File: src/rtl/assert_macros.svh
// Assertion helpers shared by the RTL. All checks are sampled on the rising
// edge of clk and are switched off while rst_n is low.
`ifndef ASSERT_MACROS_SVH
`define ASSERT_MACROS_SVH

// Implication checked on every clock edge outside reset.
`define ASSERT_CLK(label, prop, msg) \
  label: assert property (@(posedge clk) disable iff (!rst_n) (prop)) \
    else $error(msg);

// Condition that must hold on every clock edge outside reset.
`define ASSERT_ALWAYS(label, cond, msg) \
  label: assert property (@(posedge clk) disable iff (!rst_n) (cond)) \
    else $error(msg);

`endif

File: src/rtl/cia_tmr_pkg.sv
package cia_tmr_pkg;

  typedef enum logic [1:0] {
    CMD_TICK  = 2'd0,
    CMD_READ  = 2'd1,
    CMD_WRITE = 2'd2
  } cmd_t;

  typedef struct packed {
    cmd_t       cmd;
    logic [3:0] reg_index;
    logic [7:0] write_data;
  } in_t;

  typedef struct packed {
    logic [7:0] read_data;
    logic       irq_line;
  } out_t;

  // Register map.
  localparam logic [3:0] REG_TA_LO = 4'd4;
  localparam logic [3:0] REG_TA_HI = 4'd5;
  localparam logic [3:0] REG_TB_LO = 4'd6;
  localparam logic [3:0] REG_TB_HI = 4'd7;
  localparam logic [3:0] REG_ICR   = 4'd13;
  localparam logic [3:0] REG_CRA   = 4'd14;
  localparam logic [3:0] REG_CRB   = 4'd15;

  // Control register bits.
  localparam int CR_START   = 0;
  localparam int CR_ONESHOT = 3;
  localparam int CR_LOAD    = 4;
  localparam int CR_CASCADE = 5;
  localparam logic [7:0] CR_STORE_MASK = 8'hef;

  // Interrupt control register.
  localparam int ICR_IR      = 7;
  localparam int ICR_SETCLR  = 7;
  localparam int MASK_TA     = 0;
  localparam int MASK_TB     = 1;
  localparam logic [7:0] ICR_FLAG_TA = 8'h81;
  localparam logic [7:0] ICR_FLAG_TB = 8'h82;

endpackage

File: src/rtl/cia_dual_timer_interrupt_top.sv
// Two 16-bit CIA-style interval timers with an interrupt control register.
// Every input beat (tick, register read or register write) yields exactly one
// result beat carrying the read byte and the interrupt line level after that
// beat. The register state is updated at the edge that accepts a beat and
// the output register takes the result at that same edge, so the block
// sustains one beat per clock; the rate is set by the combinational
// next-state logic of the counters and register file. A held output stalls
// the input only while the output register is full and stalled.
module cia_dual_timer_interrupt_top (
  input  logic               clk,
  input  logic               rst_n,
  input  logic               in_valid,
  output logic               in_stall,
  input  cia_tmr_pkg::in_t   in_data,
  output logic               out_valid,
  input  logic               out_stall,
  output cia_tmr_pkg::out_t  out_data
);
  import cia_tmr_pkg::*;

  `include "assert_macros.svh"

  logic out_valid_r;
  out_t out_data_r;
  out_t res;
  logic take;

  assign in_stall  = out_valid_r && out_stall;
  assign take      = in_valid && !in_stall;
  assign out_valid = out_valid_r;
  assign out_data  = out_data_r;

  cia_tmr_core u_core (
    .clk   (clk),
    .rst_n (rst_n),
    .take  (take),
    .item  (in_data),
    .res   (res)
  );

  always_ff @(posedge clk) begin
    if (!rst_n) begin
      out_valid_r <= 1'b0;
    end else if (take) begin
      out_valid_r <= 1'b1;
    end else if (!out_stall) begin
      out_valid_r <= 1'b0;
    end
  end

  always_ff @(posedge clk) begin
    if (take) begin
      out_data_r <= res;
    end
  end

  `ASSERT_CLK(a_full_stalls_input, (out_valid && out_stall) |-> in_stall,
              "input not stalled while output register is held")
  `ASSERT_CLK(a_beat_gives_result, take |=> out_valid,
              "accepted beat produced no result")
  `ASSERT_CLK(a_icr_read_drops_irq,
              (take && (in_data.cmd == CMD_READ) && (in_data.reg_index == REG_ICR))
                |=> !out_data.irq_line,
              "interrupt line still high after reading the interrupt register")

endmodule

File: src/rtl/cia_tmr_core.sv
module cia_tmr_core (
  input  logic               clk,
  input  logic               rst_n,
  input  logic               take,
  input  cia_tmr_pkg::in_t   item,
  output cia_tmr_pkg::out_t  res
);
  import cia_tmr_pkg::*;

  logic [7:0]  gen_r [16];
  logic [15:0] cnt_a_r, cnt_a_nxt;
  logic [15:0] cnt_b_r, cnt_b_nxt;
  logic [15:0] latch_a_r, latch_a_nxt;
  logic [15:0] latch_b_r, latch_b_nxt;
  logic [7:0]  icr_r, icr_nxt;
  logic [7:0]  cra_r, cra_nxt;
  logic [7:0]  crb_r, crb_nxt;
  logic [4:0]  mask_r, mask_nxt;
  logic        irq_r, irq_nxt;
  logic        gen_wr;
  logic [15:0] a_dec, b_cur, b_dec;
  logic [7:0]  rd_mux, rd;

  always_comb begin
    case (item.reg_index)
      REG_TA_LO: rd_mux = cnt_a_r[7:0];
      REG_TA_HI: rd_mux = cnt_a_r[15:8];
      REG_TB_LO: rd_mux = cnt_b_r[7:0];
      REG_TB_HI: rd_mux = cnt_b_r[15:8];
      REG_ICR:   rd_mux = icr_r;
      REG_CRA:   rd_mux = cra_r;
      REG_CRB:   rd_mux = crb_r;
      default:   rd_mux = gen_r[item.reg_index];
    endcase
  end

  always_comb begin
    cnt_a_nxt   = cnt_a_r;
    cnt_b_nxt   = cnt_b_r;
    latch_a_nxt = latch_a_r;
    latch_b_nxt = latch_b_r;
    icr_nxt     = icr_r;
    cra_nxt     = cra_r;
    crb_nxt     = crb_r;
    mask_nxt    = mask_r;
    irq_nxt     = irq_r;
    gen_wr      = 1'b0;
    rd          = 8'h00;
    a_dec       = cnt_a_r - 16'd1;
    b_cur       = cnt_b_r;
    b_dec       = 16'd0;

    case (item.cmd)
      CMD_TICK: begin
        if (cra_r[CR_START] && (cnt_a_r != 16'd0)) begin
          if (a_dec != 16'd0) begin
            cnt_a_nxt = a_dec;
          end else begin
            // Underflow of A may pull B down once before B's own tick.
            if (crb_r[CR_CASCADE] && (cnt_b_r != 16'd0)) begin
              b_cur = cnt_b_r - 16'd1;
            end
            if (mask_r[MASK_TA]) begin
              icr_nxt = icr_nxt | ICR_FLAG_TA;
              irq_nxt = 1'b1;
              if (cra_r[CR_ONESHOT]) begin
                cra_nxt[CR_START] = 1'b0;
              end
            end
            cnt_a_nxt = latch_a_r;
          end
        end
        cnt_b_nxt = b_cur;
        if (crb_r[CR_START] && (b_cur != 16'd0)) begin
          b_dec = b_cur - 16'd1;
          if (b_dec != 16'd0) begin
            cnt_b_nxt = b_dec;
          end else begin
            if (mask_r[MASK_TB]) begin
              icr_nxt = icr_nxt | ICR_FLAG_TB;
              irq_nxt = 1'b1;
              if (crb_r[CR_ONESHOT]) begin
                crb_nxt[CR_START] = 1'b0;
              end
            end
            cnt_b_nxt = latch_b_r;
          end
        end
      end
      CMD_READ: begin
        rd = rd_mux;
        if (item.reg_index == REG_ICR) begin
          if (icr_r[ICR_IR]) begin
            irq_nxt = 1'b0;
          end
          icr_nxt = 8'h00;
        end
      end
      CMD_WRITE: begin
        case (item.reg_index)
          REG_ICR: begin
            if (item.write_data[ICR_SETCLR]) begin
              mask_nxt = mask_r | item.write_data[4:0];
            end else begin
              mask_nxt = mask_r & ~item.write_data[4:0];
            end
          end
          REG_TA_LO: latch_a_nxt[7:0] = item.write_data;
          REG_TB_LO: latch_b_nxt[7:0] = item.write_data;
          REG_TA_HI: begin
            latch_a_nxt[15:8] = item.write_data;
            if (!cra_r[CR_START]) begin
              cnt_a_nxt = {item.write_data, latch_a_r[7:0]};
            end
          end
          REG_TB_HI: begin
            latch_b_nxt[15:8] = item.write_data;
            if (!crb_r[CR_START]) begin
              cnt_b_nxt = {item.write_data, latch_b_r[7:0]};
            end
          end
          REG_CRA: begin
            if (item.write_data[CR_LOAD]) begin
              cnt_a_nxt = latch_a_r;
            end
            cra_nxt = item.write_data & CR_STORE_MASK;
          end
          REG_CRB: begin
            if (item.write_data[CR_LOAD]) begin
              cnt_b_nxt = latch_b_r;
            end
            crb_nxt = item.write_data & CR_STORE_MASK;
          end
          default: gen_wr = 1'b1;
        endcase
      end
      default: begin
      end
    endcase
  end

  assign res.read_data = rd;
  assign res.irq_line  = irq_nxt;

  always_ff @(posedge clk) begin
    if (!rst_n) begin
      for (int i = 0; i < 16; i++) begin
        gen_r[i] <= 8'h00;
      end
      cnt_a_r   <= 16'd0;
      cnt_b_r   <= 16'd0;
      latch_a_r <= 16'd0;
      latch_b_r <= 16'd0;
      icr_r     <= 8'h00;
      cra_r     <= 8'h00;
      crb_r     <= 8'h00;
      mask_r    <= 5'd0;
      irq_r     <= 1'b0;
    end else if (take) begin
      if (gen_wr) begin
        gen_r[item.reg_index] <= item.write_data;
      end
      cnt_a_r   <= cnt_a_nxt;
      cnt_b_r   <= cnt_b_nxt;
      latch_a_r <= latch_a_nxt;
      latch_b_r <= latch_b_nxt;
      icr_r     <= icr_nxt;
      cra_r     <= cra_nxt;
      crb_r     <= crb_nxt;
      mask_r    <= mask_nxt;
      irq_r     <= irq_nxt;
    end
  end

endmodule

File: config.mk
export PLATFORM = sky130hd
export DESIGN_NAME = cia_dual_timer_interrupt_top
export DESIGN_NICKNAME = d
export VERILOG_FILES = /design/src/rtl/cia_tmr_pkg.sv /design/src/rtl/cia_dual_timer_interrupt_top.sv /design/src/rtl/cia_tmr_core.sv
export VERILOG_INCLUDE_DIRS = /design/src /design/src/rtl
export SDC_FILE = /design/constraint.sdc
export NUM_CORES = 1
export LEC_CHECK = 0
export BUFFER_PORTS_ARGS = -buffer_cell sky130_fd_sc_hd__buf_2
export CELL_PAD_IN_SITES_DETAIL_PLACEMENT = 1
export CELL_PAD_IN_SITES_GLOBAL_PLACEMENT = 2
export CORE_MARGIN = 3
export CORE_UTILIZATION = 39
export DETAILED_ROUTE_END_ITERATION = 10
export MAX_ROUTING_LAYER = met4
export PLACE_DENSITY = 0.79
export SETUP_SLACK_MARGIN = 0.2
export SYNTH_ARGS = -nofsm -noshare
export SYNTH_HDL_FRONTEND = slang
export SYNTH_HIERARCHICAL = 1
export SYNTH_SLANG_ARGS = --single-unit
File: constraint.sdc
create_clock -name clk -period 5.4 [get_ports clk]
set_input_delay 0.81 -clock clk [delete_from_list [all_inputs] [get_ports clk]]
set_output_delay 0.81 -clock clk [all_outputs]
set_load 0.02 [all_outputs]
==> flow_summary.ini, run 1 <==
[sta]
fin_tns_setup_ns = 0
slew-limit-headroom_pct = 39.0
clock.fmax_mhz = 205
period_share_pct = 90.6
final-hold-violation-count = 0
fin_skew_ns = 0.0155
timing.hold.ws_ns = 0.458
post-route-min-period_ns = 4.89
slew_viol_final = 0
tightest_slew_ns = 0.908
rsz0062_at_grt = false
setup_violations = 0

[clock_network]
clock-root-buffer = clkbuf_16
clockBufferDepth = 2
clk_latency_ns = 0.43
cts_tree = yes
htree_levels = 4
hold_buffers = 0
clk_pin_slew_ns = 0.07
clock_sinks = 166
cts_made_buffers = 17

[setup_path]
end_kind = flip-flop
r2r_slack_ns = 0.51
critical_path_class = reg -> reg
crit_fanout = 11
crit_path_start_kind = flip-flop
cp.arrival_ns = 5.20
required_ns = 5.71

[floorplanning]
start_util_pct = 40.0
die-area_um2 = 27100
coreArea_um2 = 24500
ios = 29
rows = 57
die_h_um = 165
dieWidth_um = 165

[power]
p_clk_share_pct = 42.1
power_leakage_nw = 4.20
p_comb_share_pct = 12.0
p_sw_share_pct = 28.4
ir_drop_mv = 0.175
power_switching_mw = 0.838
power.density_nw_per_um2 = 268
p_seq_share_pct = 46.0
intPower_mw = 2.11

[synth]
ys.flop_type = dfxtp_1
synth_seq_area_share_pct = 42.1
synth_edf_count = 81
synth_nets = 1118
ys_warn_count = 6
synth_top_area_share_pct = 24.8
synthCells = 1093
yosys.area.top_type = edfxtp_1
syn_area_um2 = 9820
synthDistinctLibCells = 90
ys_ff_latch = 166
synth.area.top_cells = edfxtp_1, dfxtp_1, nor2_1
synth-async-reset-ratio_pct = 0
syn_area_per_cell_um2 = 8.99

[routing]
route.final.wire_length_um = 35100
drt-initial-drc-count = 792
wire_per_inst_um = 24.4
postRouteAntennaNets = 0
via_per_inst = 6.05
route.vias.total = 8695
drc = 0
firstDrtPassIters = 5

[placed_design]
gp_congestion = 0.925
dpl_cell_area_um2 = 10400
dp.final_hpwl_um = 24600
numPortBuffers = 28

[global_route]
grt_pass1_wl_um = 53600
grt_pass1_vias = 8507
antenna_found_initial = 0
grt_overflow = 0
grt_max_degree = 45
grt_usage_pct = 26.9

[cells_and_area]
drive_above_1_share_pct = 14.9
final_common_cell = nor2_1
diodes = 0
finish.instance_area_um2 = 11000
fillers = 2893
final_net_count = 1125
area_growth_pct = 12.0
layout_common_cells = nor2_1, nand2_1, dfxtp_1

[outcome]
status = completed

[min_path]
min_path_type = reg -> reg

[flow_run]
cap_violations = 0
## worst max-delay path: stages, from the launching register on
cell       delay (ns)
dfxtp_1          0.44
nor4_4           0.48
nand3_1          0.21
a2111oi_4        0.53
nand3_4          0.21
or2_1            0.34
a21oi_1          0.24
ha_1             0.30
and4bb_2         0.28
o211ai_1         0.14
o31ai_1          0.32
xnor2_1          0.22
nand4_1          0.19
nor3b_4          0.21
buf_4            0.19
nand2_2          0.10
o41a_1           0.37
## sequential cells by signal, summed over array words and instances, names as in the netlist, 2 cells and up
| signal | cells |
|---|---|
| u_core/latch_b_r | 16 |
| u_core/cnt_b_r | 16 |
| u_core/gen_r | 72 |
| u_core/mask_r | 2 |
| u_core/cra_r | 7 |
| u_core/cnt_a_r | 16 |
| u_core/latch_a_r | 16 |
| u_core/icr_r | 3 |
| u_core/crb_r | 7 |
| out_data | 9 |
## layer usage
| metal | GRT usage [%] | up-vias | part of all wire, % |
|---|---|---|---|
| li1 | - | 4020 | - |
| met4 | 5.22 | 0 | 1.4 |
| met2 | 41.3 | 278 | 46 |
| met5 | - | - | 0 |
| met1 | 38.2 | 4368 | 47 |
| met3 | 3.89 | 29 | 5.9 |
## power by group through the flow
stage          Sequential [mW]  Combinational (mW)  Clock [mW]
2_1_floorplan             1.38               0.221           0
3_3_place_gp              1.38               0.345           0
3_5_place_dp              1.38               0.347           0
4_1_cts                   1.36               0.349        1.27
5_1_grt                   1.36               0.380        1.31
6_report                  1.36               0.353        1.24
## Yosys cell counts, types with 7 or more instances
library cell	n
nor2_1	113
nand2_1	101
dfxtp_1	85
edfxtp_1	81
clkbuf_1	74
a21oi_1	73
and2_1	52
o21ai_0	49
nor3_1	44
mux2i_1	35
and3_1	32
nand3_1	24
xnor2_1	21
inv_1	18
mux4_2	17
xor2_1	15
a211oi_1	14
nor2b_1	14
or3_1	13
nor4_1	12
o22ai_1	12
a31oi_1	11
nand2b_1	11
nand4_1	10
o21ai_1	10
ha_1	7
o211ai_1	7
## cell families after synthesis
| logic type | count (synthesis) | share of synthesized area, % |
|---|---|---|
| flops | 166 | 42.1 |
| simple gates | 468 | 24.6 |
| compound gates | 255 | 17.0 |
| mux | 54 | 7.69 |
| buf+inv | 106 | 4.32 |
| fa+ha+maj | 7 | 0.891 |
| xor+xnor | 37 | 3.38 |
## cell type report
class                      count  area (µm²)  share of cell area, %
clock buffer                  18         429                   3.90
clock inverter                14         154                   1.40
inverter                      18        67.6                  0.614
multi-input combinational    821        5310                   48.3
sequential                   166        4140                   37.6
tap                          324         405                   3.68
timing repair buffer          76         500                   4.55
## per-stage QoR
stage | utilization [%] | instances | power, mW | setup WS [ns]
detailed placement | 42.2 | 1401 | 1.73 | 0.182
floorplan | - | 1093 | 1.60 | 0.784
global placement | 42.2 | 1401 | 1.73 | 0.443
CTS | 44.6 | 1433 | 2.97 | 0.286
finish | 44.9 | 1437 | 2.95 | 0.510
global route | 44.9 | 1437 | 3.05 | 0.221
## repair_timing
action                     in CTS  in global routing
gates resized for setup         1                  8
setup buffers                   0                  4
pin swaps                       0                  2
setup endpoints to repair       1                 15
## worst paths after layout
path	start	endpoint	cells past startpoint
max	u_core/cnt_a_r[2]$_SDFFE_PN0P_	u_core/crb_r[0]$_SDFFE_PN0P_	16
min	u_core/mask_r[0]$_SDFFE_PN0P_	u_core/mask_r[0]$_SDFFE_PN0P_	2
max reg2reg	u_core/cnt_a_r[2]$_SDFFE_PN0P_	u_core/crb_r[0]$_SDFFE_PN0P_	16
min reg2reg	u_core/mask_r[0]$_SDFFE_PN0P_	u_core/mask_r[0]$_SDFFE_PN0P_	2
Power figures use the tool's default switching activity.
==> run 2, diff against run 1 <==
--- a/config.mk
+++ b/config.mk
@@ -16,3 +16,3 @@
 export PLACE_DENSITY = 0.79
-export SETUP_SLACK_MARGIN = 0.2
+export SETUP_SLACK_MARGIN = 0.02
 export SYNTH_ARGS = -nofsm -noshare
==> constraint.sdc (replaced) <==
create_clock -name clk -period 5.4 [get_ports clk]
set_input_delay 1.08 -clock clk [delete_from_list [all_inputs] [get_ports clk]]
set_output_delay 1.08 -clock clk [all_outputs]
set_load 0.02 [all_outputs]
==> flow_summary.ini, run 2 (synthesis results as in run 1) <==
[floorplanning]
dieWidth_um = 165
ios = 29
coreArea_um2 = 24500
rows = 57
start_util_pct = 40.0
die_h_um = 165
die-area_um2 = 27100

[clock_network]
clk_latency_ns = 0.44
clock-root-buffer = clkbuf_16
htree_levels = 4
cts_tree = yes
clock_sinks = 166
hold_buffers = 0
clockBufferDepth = 2
clk_pin_slew_ns = 0.07
cts_made_buffers = 17

[sta]
final-hold-violation-count = 0
slew-limit-headroom_pct = 35.0
setup_violations = 0
post-route-min-period_ns = 5.06
tightest_slew_ns = 0.967
period_share_pct = 93.7
fin_tns_setup_ns = 0
clock.fmax_mhz = 198
fin_skew_ns = 0.0137
timing.hold.ws_ns = 0.482
slew_viol_final = 0
rsz0062_at_grt = false

[setup_path]
critical_path_class = reg -> reg
cp_slowest_cell = a41oi_1
cpPeakStageDelay_ns = 0.54
cp_cell_sequence = inv_1 > ha_1 > nor4b_1 > a41oi_1 > o311a_4 > nand3_4 > or2_1 > a21oi_1 > ha_1 > and4bb_2 > o211ai_1 > o31ai_1 > xnor2_1 > nand4_1 > nor3b_4 > buf_4 > nand2_2 > o41a_1
crit_top_cell = ha_1
crit_buf_inv = 2
required_ns = 5.72
crit_path_start_kind = flip-flop
r2r_slack_ns = 0.34
crit_fanout = 10
cp_top_family = compound AO/OA/AOI/OAI gates
cp.arrival_ns = 5.38
end_kind = flip-flop

[routing]
postRouteAntennaNets = 0
drc = 0
firstDrtPassIters = 6
route.vias.total = 8654
drt-initial-drc-count = 794
via_per_inst = 6.03
route.final.wire_length_um = 35400
wire_per_inst_um = 24.7

[flow_run]
cap_violations = 0

[power]
ir_drop_mv = 0.155
power.density_nw_per_um2 = 269
finalPower_mw = 2.96
power_leakage_nw = 4.20

[global_route]
grt_usage_pct = 27.2
grt_pass1_wl_um = 54200
antenna_found_initial = 0
grt_overflow = 0
grt_pass1_vias = 8694
grt_max_degree = 57

[cells_and_area]
drive_above_1_share_pct = 14.4
diodes = 0
fillers = 2824
top_register = u_core/gen_r
layout_common_cells = nor2_1, nand2_1, dfxtp_1
regArea_um2 = 4130
fin_cells = 1435
finish.instance_area_um2 = 11000
largest_reg_flops = 72
area_growth_pct = 11.8
final_net_count = 1123
final_common_cell = nor2_1
multi_input_area_um2 = 5290

[placed_design]
dpl_cell_area_um2 = 10400
numPortBuffers = 28
dp.final_hpwl_um = 24600
place_inst = 1401
gp_congestion = 0.880

[outcome]
status = completed

[min_path]
min_path_type = reg -> reg
[run 2: per-layer routing]
layer	GRT usage, %	up-vias	part of all wire [%]
li1	-	4005	-
met1	38.5	4318	46
met2	40.9	280	46
met3	3.66	51	6.0
met4	7.82	0	2.3
met5	-	-	0
[run 2: stage by stage]
| step | setup WS [ns] | utilization [%] |
|---|---|---|
| floorplan | 0.784 | - |
| global placement | 0.387 | 42.2 |
| detailed placement | 0.188 | 42.2 |
| CTS | 0.139 | 44.6 |
| global route | 0.0243 | 44.8 |
| finish | 0.338 | 44.8 |
[run 2: path summary, 6_finish.rpt]
kind,startpoint,to,cells past startpoint
max,u_core/cnt_a_r[0]$_SDFFE_PN0P_,u_core/crb_r[0]$_SDFFE_PN0P_,18
min,u_core/cra_r[2]$_SDFFE_PN0P_,u_core/cra_r[2]$_SDFFE_PN0P_,2
max reg2reg,u_core/cnt_a_r[0]$_SDFFE_PN0P_,u_core/crb_r[0]$_SDFFE_PN0P_,18
min reg2reg,u_core/cra_r[2]$_SDFFE_PN0P_,u_core/cra_r[2]$_SDFFE_PN0P_,2
[run 2: worst reg2reg max path, delay by kind of cell (launching register included)]
kind            cells  cell delay [ns]
buf+inv             2             0.30
xor+xnor            1             0.21
fa+ha+maj           2             0.53
flops               1             0.52
simple gates        7             1.43
compound gates      6             1.96
[run 2: final cells by class]
type	instances	share of cell area [%]
multi-input combinational	821	48.2
sequential	166	37.6
timing repair buffer	74	4.42
clock buffer	17	3.87
tap	324	3.69
clock inverter	15	1.57
inverter	18	0.615
[run 2: timing repair]
item                                    CTS  global route
buffers inserted                          0             2
gates resized for setup                   0             4
endpoints found under the setup margin    0            17
[run 2: power breakdown]
part	switching, mW	internal, mW	leakage, nW
logic	0.241	0.111	2.36
registers	0.0157	1.34	1.55
clock network	0.618	0.628	0.293
